--- src/rtl/core/btu_pkg.sv ---
// package for the breakpoint table unit: types, codes and opcode classifier
// no dependencies
`timescale 1ns / 1ps
`default_nettype none
package btu_pkg;
  localparam int unsigned EntriesDef = 16;
  localparam logic [31:0] BreakOp = 32'h0000_000d;

  typedef enum logic [2:0] {
    CMD_ADD = 3'd0, CMD_ADD_CB = 3'd1, CMD_DEL = 3'd2, CMD_TRAP = 3'd3, CMD_RESUME = 3'd4
  } cmd_e;

  typedef enum logic [3:0] {
    ST_ADDED = 4'd0, ST_MISALIGN = 4'd1, ST_DUP = 4'd2, ST_ADJ = 4'd3, ST_FULL = 4'd4,
    ST_DELETED = 4'd5, ST_BADIDX = 4'd6, ST_EMPTY = 4'd7, ST_OS_BUSY = 4'd8,
    ST_HIT = 4'd9, ST_REARM = 4'd10, ST_UNKNOWN = 4'd11, ST_DSLOT = 4'd12,
    ST_RESUMED = 4'd13, ST_NONE = 4'd14
  } status_e;

  typedef enum logic [1:0] {
    ACT_NONE = 2'd0, ACT_CONSOLE = 2'd1, ACT_CALLBACK = 2'd2
  } action_e;

  typedef struct packed {
    logic [2:0]  command;
    logic [31:0] target_address;
    logic [7:0]  slot_number;
    logic [31:0] first_word;
    logic [31:0] second_word;
    logic [31:0] handler_target;
    logic        in_delay_slot;
  } req_t;

  typedef struct packed {
    logic [3:0]  status;
    logic [7:0]  entry;
    logic [31:0] patch_address;
    logic        first_write;
    logic [31:0] first_data;
    logic        second_write;
    logic [31:0] second_data;
    logic        advance_pc;
    logic [1:0]  action;
    logic [31:0] callback_target;
    logic [31:0] hit_count;
    logic        recursion_warning;
  } rsp_t;

  localparam int unsigned JmpLen = 23;
  localparam logic [31:0] JmpMask [JmpLen] = '{
    32'hf3ff0000, 32'hf3ff0000, 32'hf3ff0000, 32'hf3ff0000,
    32'hfc000000, 32'hfc000000,
    32'hfc1f0000, 32'hfc1f0000, 32'hfc1f0000, 32'hfc1f0000, 32'hfc1f0000,
    32'hfc1f0000, 32'hfc1f0000, 32'hfc1f0000, 32'hfc1f0000, 32'hfc1f0000,
    32'hfc1f0000, 32'hfc1f0000,
    32'hfc000000, 32'hfc000000, 32'hfc000000, 32'hfc000000,
    32'hfc1f07ff};
  localparam logic [31:0] JmpVal [JmpLen] = '{
    32'h41000000, 32'h41020000, 32'h41010000, 32'h41030000,
    32'h10000000, 32'h50000000,
    32'h04010000, 32'h04110000, 32'h04130000, 32'h04030000, 32'h1c000000,
    32'h5c000000, 32'h18000000, 32'h58000000, 32'h04000000, 32'h04100000,
    32'h04120000, 32'h04020000,
    32'h14000000, 32'h54000000, 32'h08000000, 32'h0c000000,
    32'h00000009};

  function automatic logic branch_like(input logic [31:0] w);
    logic r;
    r = 1'b0;
    for (int k = 0; k < JmpLen; k++) begin
      if ((w & JmpMask[k]) == JmpVal[k]) r = 1'b1;
    end
    return r;
  endfunction
endpackage
`default_nettype wire

--- src/rtl/core/btu_front.sv ---
// front end: accepts requests, drops unknown commands, tags one-shot adds
// depends on btu_pkg
`timescale 1ns / 1ps
`default_nettype none
module btu_front import btu_pkg::*; (
  input  wire  clk_i,
  input  wire  rst_ni,
  input  wire  req_valid_i,
  output logic req_stall_o,
  input  req_t req_i,
  output logic q_valid_o,
  input  wire  q_stall_i,
  output req_t q_req_o,
  output logic q_oneshot_o
);
  logic valid_q, valid_d;
  req_t req_q;
  logic os_q;
  logic take;

  // single entry queue; refills while the back end drains it
  assign req_stall_o = valid_q && q_stall_i;
  assign take = req_valid_i && !req_stall_o && (req_i.command <= CMD_RESUME);

  always_comb begin
    valid_d = valid_q;
    if (valid_q && !q_stall_i) valid_d = 1'b0;
    if (take) valid_d = 1'b1;
  end

  always_ff @(posedge clk_i or negedge rst_ni) begin
    if (!rst_ni) valid_q <= 1'b0;
    else valid_q <= valid_d;
  end

  always_ff @(posedge clk_i) begin
    if (take) begin
      req_q <= req_i;
      os_q  <= branch_like(req_i.first_word);
    end
  end

  assign q_valid_o   = valid_q;
  assign q_req_o     = req_q;
  assign q_oneshot_o = os_q;
endmodule
`default_nettype wire

--- config.mk ---
export PLATFORM = sky130hd
export DESIGN_NAME = btu_front
export DESIGN_NICKNAME = d
export VERILOG_FILES = /design/src/rtl/core/btu_pkg.sv /design/src/rtl/core/btu_front.sv
export SDC_FILE = /design/constraint.sdc
export NUM_CORES = 1
export LEC_CHECK = 0
export BUFFER_PORTS_ARGS = -buffer_cell sky130_fd_sc_hd__buf_2
export CORE_AREA = 2 2 112 114
export DETAILED_ROUTE_END_ITERATION = 8
export DIE_AREA = 0 0 114 116
export PLACE_DENSITY = 0.82
export SYNTH_ARGS = -nofsm -noshare
export SYNTH_HDL_FRONTEND = slang
export SYNTH_SLANG_ARGS = --single-unit
--- constraint.sdc ---
create_clock -name clk_i -period 16.6 [get_ports clk_i]
set_clock_uncertainty 0.05 [all_clocks]
set_input_delay 2.49 -clock clk_i [delete_from_list [all_inputs] [get_ports clk_i]]
set_output_delay 2.49 -clock clk_i [all_outputs]
set_load 0.02 [all_outputs]
==> results.cfg, run 1 <==
[status]
outcome = complete, no violations

[clocking]
cts_htree_levels = 4
clkSinkCount = 142
cts_tree = built
cts-hold-fix-buffers = 0
clk_root_buffer_cell = clkbuf_16
clk_latency_ns = 0.40
cts_setup_buffers = 0
clock_path_buffers = 2
tritoncts.num_buffers = 17
cts.clk_slew.worst_paths_ns = 0.05
cts_resized = 0

[detailed_routing]
top_layer_used = met4
drc_errors = 0
drtAntennaViolNets = 0
wl_met1_mm = 3.577
vias_per_cell = 4.506
drt_iter0_markers = 202
dr_wl_met3_mm = 1.141
drt-total-wl_mm = 10.43
num_vias = 2861
avgRoutedWirePerCell_um = 16.43
drt-pass1-iter-count = 6
wl_met2_mm = 5.480

[place]
gp_congestion = 0.7728
io_buffers = 286
place_ws_ns = 11.11
place_area_mm2 = 0.006065
hpwl_mm = 7.886

[sta]
finalCritPeriodShare_pct = 33.09
max_clock_freq_ghz = 0.1820
period_needed_ns = 5.494
tightest_slew_ns = 0.9041
grt_setup_unrepaired = no
worst_slack_ns = 11.11
slew_violations = 0
tns_ns = 0
relSlewSlack_pct = 39.73
final_hold_viol_count = 0
setup_viol = 0

[min_path]
hold_depth = 2
min_from = q_valid_o
min_to = q_valid_o
hold_path_class = reg2reg

[final_layout]
fin_area_mm2 = 0.006661
fin_util_pct = 55.92
fin_nets = 618
nFillCells = 955
areaGrowthSynthToFinish_pct = 50.48
drive_gt1_share_pct = 66.53

[global_route]
antenna_found_initial = 1
track_usage_pct = 15.29
grt_overflow = 0
grt_max_degree = 77
grt_pass1_wl_mm = 14.55
grt_pass1_vias = 2914

[worst_setup_path]
r2r_setup_slack_ns = 13.92
worstPathMaxFanout = 3
path_cells = buf_2 > and2_1 > buf_2
required_ns = 14.06
crit_top_cell = buf_2
slowest_stage = and2_1
critPathMaxStageDelay_ns = 0.19
timing.rr.start = q_valid_o
cp.arrival_ns = 2.95
end_kind = output port
r2r_cells = 4
worst_setup_path_start_kind = primary input
r2r_end = q_req_o[139]
worstSetupPathType = in2out

[synth]
synth_area_mm2 = 0.004427
ys_ff_latch = 142
yosys-top-cells-area = edfxtp_1, dfrtp_1, nor4b_1
ys_seq_area_share_pct = 96.21
synth_ff_type = edfxtp_1
syn_nets = 311
synthCells = 167
async_flop_share_pct = 0.7042
synthDistinctLibCells = 20
synth_edf_count = 141
synth_top_cell_by_area = edfxtp_1
ys_warn_count = 0
synth_top_area_share_pct = 95.65
synth_area_per_cell_um2 = 26.51

[flow_run]
max_cap_viol_count = 0

[floorplanning]
die_area_mm2 = 0.01322
rows = 40
io_pins = 287
die_y_um = 116
core_mm2 = 0.01191
die_x_um = 114
start_util_pct = 37.16

[pwr]
leakagePower_uw = 0.002815
max-vdd-ir-drop_mv = 0.07622
powerDensity_mw_per_mm2 = 130.3
==> cell usage in the layout (no fill, tap or decap), types with 2 or more instances in the layout <==
cell        instances
nand2_1             2
clkinv_4            2
o211ai_1            2
edfxtp_1          141
clkinv_2            5
inv_6               2
clkinvlp_4          2
nor2_1              3
nor4b_1             2
bufinv_16           3
nor4_1              2
buf_2             286
buf_4               2
clkbuf_16          17
==> stage by stage <==
stage	std cells	hold slack (ns)	power, uW
finish	635	0.6511	867.8
global route	634	0.6761	897.0
CTS	634	0.6451	879.0
floorplan	167	0.8329	466.7
global placement	602	0.6221	498.7
detailed placement	602	0.6326	501.5
==> flip-flops by register name, summed over array words and instances (netlist names) <==
| name | cells |
|---|---|
| q_oneshot_o | 1 |
| q_valid_o | 1 |
| q_req_o | 140 |
==> how the worst max path moves through the flow <==
stage               slack, ns  cells after the start      start     endpoint
CTS                     11.11                      3  q_stall_i  req_stall_o
global route            11.09                      3  q_stall_i  req_stall_o
floorplan                7.28                      2  q_stall_i  q_oneshot_o
global placement        11.12                      3  q_stall_i  req_stall_o
detailed placement      11.11                      3  q_stall_i  req_stall_o
finish                  11.11                      3  q_stall_i  req_stall_o
==> metal layers <==
layer / GRT usage (%) / vias to the layer above
met2: 26.15 / 179
met1: 15.41 / 1357
met4: 7.967 / 0
li1: - / 1307
met5: 0 / -
met3: 7.688 / 18
==> critical path: cells and delay by family <==
family                 cells  cell delay (ns)
and+or+nand+nor            1             0.19
buffers and inverters      2             0.27
==> cells in the mapped netlist (2+ instances only) <==
cell type / number
nor4_1: 2
nand2_1: 2
nor4b_1: 2
edfxtp_1: 141
o211ai_1: 2
nor2_1: 4
==> kinds of logic after synthesis <==
group / Yosys count / share of synthesized area (%)
flip-flops: 142 / 96.21
AND/OR/NAND/NOR: 19 / 2.742
AO/OA/AOI/OAI: 5 / 0.7913
multiplexers: 1 / 0.2544
==> cell type report <==
class | count | area, um2 | share of cell area [%]
antenna | 1 | 2.502 | 0.03757
clock buffer | 17 | 425.4 | 6.386
clock inverter | 15 | 168.9 | 2.536
multi-input combinational | 25 | 175.2 | 2.630
sequential | 142 | 4259 | 63.94
tap | 147 | 183.9 | 2.761
timing repair buffer | 288 | 1446 | 21.71
==> where the power goes <==
group | total, uW | internal [uW] | switching, uW
logic | 70.5 | 24.8 | 45.7
clock network | 375 | 235 | 139
registers | 423 | 418 | 4.45
total | 868 | 678 | 190
Note: power is estimated with default switching activity, not from simulation.
==> inputs of run 2 (changes only) <==
==> constraint.sdc (replaced) <==
create_clock -name clk_i -period 5.8 [get_ports clk_i]
set_clock_uncertainty 0.05 [all_clocks]
set_input_delay 0.87 -clock clk_i [delete_from_list [all_inputs] [get_ports clk_i]]
set_output_delay 0.87 -clock clk_i [all_outputs]
set_load 0.02 [all_outputs]
==> run 2 against run 1 <==
  * Cell count decreased by 0.16%
  * Sequential power increased to 2.9 times the previous value
  * Non-clock buffer count unchanged
  * Critical path type is now in2reg
  * Largest cell class unchanged
  * Largest power group unchanged
==> results.cfg, run 2 (synthesis gave the netlist of run 1 again) <==
[pwr]
p_seq_share_pct = 46.6
combPwrFrac_pct = 7.9
p_sw_share_pct = 20.33
p_int_uw = 2070
p_switching_uw = 528.1
leakagePower_uw = 0.002843
powerDensity_mw_per_mm2 = 386.1
max-vdd-ir-drop_mv = 0.2085
clockPowerShare_pct = 45.6

[place]
place_area_mm2 = 0.006077
gp_congestion = 0.7761
io_buffers = 286
hpwl_mm = 8.081

[detailed_routing]
drt-pass1-iter-count = 5
num_vias = 2844
dr_wl_met3_mm = 1.140
wl_met1_mm = 3.783
drt-total-wl_mm = 10.59
drt_iter0_markers = 213
top_layer_used = met4
drtAntennaViolNets = 0
avgRoutedWirePerCell_um = 16.70
wl_met2_mm = 5.489
drc_errors = 0
vias_per_cell = 4.486

[sta]
tightest_slew_ns = 1.010
relSlewSlack_pct = 32.48
final_hold_viol_count = 0
max_clock_freq_ghz = 0.3887
period_needed_ns = 2.573
tns_ns = 0
slew_violations = 0
finalCritPeriodShare_pct = 44.36
setup_viol = 0
grt_setup_unrepaired = no

[clocking]
clk_root_buffer_cell = clkbuf_16
clock_path_buffers = 2
cts.clk_slew.worst_paths_ns = 0.05
cts_tree = built
cts-hold-fix-buffers = 0
tritoncts.num_buffers = 17
cts_setup_buffers = 0
clk_latency_ns = 0.41
clkSinkCount = 142
cts_htree_levels = 4
cts_resized = 0

[final_layout]
largest_reg_flops = 140
antenna_cells = 0
areaGrowthSynthToFinish_pct = 51.98
layout_commonest_cell = buf_2
drive_gt1_share_pct = 65.50
fin_nets = 618
final_cell_mix = buf_2, edfxtp_1, clkbuf_16, bufinv_16, clkinv_1
fin_area_mm2 = 0.006728
nFillCells = 934

[global_route]
grt_pass1_vias = 2894
antenna_found_initial = 0
grt_max_degree = 72
track_usage_pct = 15.57
grt_pass1_wl_mm = 14.86
grt_overflow = 0

[worst_setup_path]
critPathMaxStageDelay_ns = 0.78
required_ns = 5.80
worst_setup_path_start_kind = primary input
cp.arrival_ns = 2.58
end_kind = flop
worstPathMaxFanout = 37
slowest_stage = nor2_4
path_cells = buf_2 > o21ai_1 > nand2_1 > nor2_4 > buf_4
worstSetupPathType = in2reg

[floorplanning]
rows = 40
die_area_mm2 = 0.01322
die_x_um = 114
die_y_um = 116
start_util_pct = 37.16
io_pins = 287
core_mm2 = 0.01191

[min_path]
hold_path_class = in2async

[status]
outcome = complete, no violations

[flow_run]
max_cap_viol_count = 0
==> run 2: final timing paths <==
kind	to	startpoint	cells after the start	slack, ns
setup reg to reg	q_req_o[45]	q_valid_o	3	3.47
min in group clk_i	q_req_o[34]	req_i[34]	1	0.58
hold reg to reg	q_valid_o	q_valid_o	2	0.64
max in group asynchronous	q_valid_o	rst_ni	1	5.45
hold / removal	q_valid_o	rst_ni	1	0.17
setup / recovery	q_req_o[45]	req_i[138]	5	3.23
==> run 2: routing by layer <==
layer / global-route usage, % / vias to the layer above
li1: - / 1302
met1: 16.26 / 1348
met2: 26.27 / 180
met3: 7.950 / 14
met4: 7.317 / 0
met5: 0 / -
==> run 2: power groups by stage <==
stage	clock [uW]	combinational [uW]	sequential [uW]
after global routing	1250	219	1210
after floorplan	0	25.4	1300
after CTS	1210	207	1210
after global placement	0	201	1230
after detailed placement	0	207	1230
final	1180	204	1210
==> run 2: through the flow <==
step / utilization [%] / hold WS [ns] / instances / power (uW) / worst slack [ns]
after floorplan: - / 0.5244 / 167 / 1330 / 0.4940
after global placement: 51.02 / 0.5946 / 602 / 1429 / 2.868
after detailed placement: 51.02 / 0.5970 / 602 / 1438 / 2.769
after CTS: 56.48 / 0.1523 / 634 / 2626 / 3.206
after global routing: 56.48 / 0.1467 / 634 / 2686 / 3.036
final: 56.48 / 0.1707 / 634 / 2598 / 3.227
==> run 2: critical path, delay by kind of cell <==
kind,cells,cell delay [ns]
buffers and inverters,2,0.66
AO/OA/AOI/OAI,1,0.13
AND/OR/NAND/NOR,2,0.90
==> run 2: area by class of cell <==
type	count	area [um2]	area share, %
well taps	147	183.9	2.734
clock inverters	13	217.7	3.236
flip-flops and latches	142	4259	63.31
clock buffers	19	432.9	6.435
repair buffers	288	1459	21.68
multi-input cells	25	175.2	2.604
==> inputs of run 3 (changes only) <==
==> constraint.sdc (replaced) <==
create_clock -name clk_i -period 2.65 [get_ports clk_i]
set_clock_uncertainty 0.05 [all_clocks]
set_input_delay 0.3975 -clock clk_i [delete_from_list [all_inputs] [get_ports clk_i]]
set_output_delay 0.3975 -clock clk_i [all_outputs]
set_load 0.02 [all_outputs]
==> run 3 against run 2 <==
  * Clock power up 83%
  * Non-clock buffer count up 1
  * Critical path depth down 3
  * Cell area down 1.2%
  * Combinational power up 120%
  * Cell count up 0.16%
  * Critical path type is now reg2out
==> results.cfg, run 3 (synthesis gave the netlist of run 1 again) <==
[status]
outcome = complete, no violations

[global_route]
antenna_found_initial = 1
grt_pass1_vias = 2810
grt_max_degree = 73
grt_overflow = 0
grt_pass1_wl_mm = 14.55
track_usage_pct = 15.36

[clocking]
clk_root_buffer_cell = clkbuf_16
clkSinkCount = 142
tritoncts.num_buffers = 17
clock_path_buffers = 2
cts_tree = built
cts.clk_slew.worst_paths_ns = 0.06
clk_latency_ns = 0.40
cts_htree_levels = 4
cts_setup_buffers = 0

[min_path]
min_to = q_req_o[97]
min_from = req_i[97]
hold_depth = 1
hold_path_class = in2reg

[worst_setup_path]
slowest_stage = dfrtp_2
cp.arrival_ns = 1.11
worstPathMaxFanout = 3
r2r_setup_slack_ns = 1.18
worstSetupPathType = reg2out
end_kind = output port
r2r_end = q_req_o[48]
path_cells = and2_4 > buf_2
critPathMaxStageDelay_ns = 0.40
required_ns = 2.20
r2r_cells = 3
timing.rr.start = q_valid_o
worst_setup_path_start_kind = flop

[final_layout]
fin_nets = 619
drive_gt1_share_pct = 65.57
stdcell_count = 635
largest_reg_flops = 140
fin_util_pct = 55.82
layout_commonest_cell = buf_2
antenna_cells = 0
areaGrowthSynthToFinish_pct = 50.20
final_cell_mix = buf_2, edfxtp_1, clkbuf_16, clkinv_1
fin_area_mm2 = 0.006649

[pwr]
power.total_uw = 5265
max-vdd-ir-drop_mv = 0.3933
powerDensity_mw_per_mm2 = 791.8
leakagePower_uw = 0.002803

[floorplanning]
die_y_um = 116
start_util_pct = 37.16
rows = 40
die_area_mm2 = 0.01322
core_mm2 = 0.01191
die_x_um = 114
io_pins = 287

[flow_run]
max_cap_viol_count = 0

[sta]
max_clock_freq_ghz = 0.6438
grt_setup_unrepaired = no
relSlewSlack_pct = 75.45
setup_viol = 0
finalCritPeriodShare_pct = 58.61
tightest_slew_ns = 0.3631
slew_violations = 0
period_needed_ns = 1.553
final_hold_viol_count = 0

[place]
dp.cells = 602
hpwl_mm = 7.968
gp_congestion = 0.7791
place_area_mm2 = 0.006100
io_buffers = 286

[detailed_routing]
avgRoutedWirePerCell_um = 16.52
drt-total-wl_mm = 10.49
num_vias = 2849
drt_iter0_markers = 187
drt-pass1-iter-count = 4
drc_errors = 0
vias_per_cell = 4.487
drtAntennaViolNets = 0
-- run 3: how the worst max path moves through the flow --
stage                           from           to
final                      q_valid_o  req_stall_o
after global routing       q_valid_o  req_stall_o
after CTS                  q_valid_o  req_stall_o
after detailed placement   req_i[66]  q_oneshot_o
after global placement    req_i[138]  q_req_o[48]
after floorplan            q_valid_o  q_oneshot_o
-- run 3: power by group --
part	total, uW	internal, uW	leakage [uW]	switching, uW
clock	2160	1360	0.000266	805
sequential	2650	2620	0.00133	28.1
combinational	453	164	0.00120	289
-- run 3: metal layers --
layer	GRT usage [%]	wire length, um	up-vias
met2	25.00	5377	175
met4	8.455	262	2
li1	-	-	1301
met3	8.839	1212	23
met5	0	16	-
met1	15.65	3621	1348
-- run 3: layout make-up --
class,instances,area (um2)
fillers,931,5263
flip-flops and latches,142,4260
repair buffers,289,1481
clock buffers,21,440.4
multi-input cells,25,183.9
well taps,147,183.9
clock inverters,11,98.84
-- run 3: stage by stage --
step                      setup WS [ns]  setup TNS, ns  hold WS, ns
after global placement            1.005              0       0.1227
after detailed placement         0.9439              0       0.1236
after CTS                         1.074              0      0.09080
final                             1.097              0       0.1144
after global routing              1.060              0      0.08779
after floorplan                 -0.5162         -72.79      0.05191
-- run 3: worst max-delay path, delay by kind of cell (launching register included) --
| kind | cells | cell delay (ns) |
|---|---|---|
| DFF | 1 | 0.40 |
| buffers and inverters | 1 | 0.15 |
| and+or+nand+nor | 1 | 0.15 |
-- run 3: timing repair --
item	4_1_cts	5_1_grt
hold endpoints to repair	1	0
hold buffers	1	0
gates resized for setup	0	0
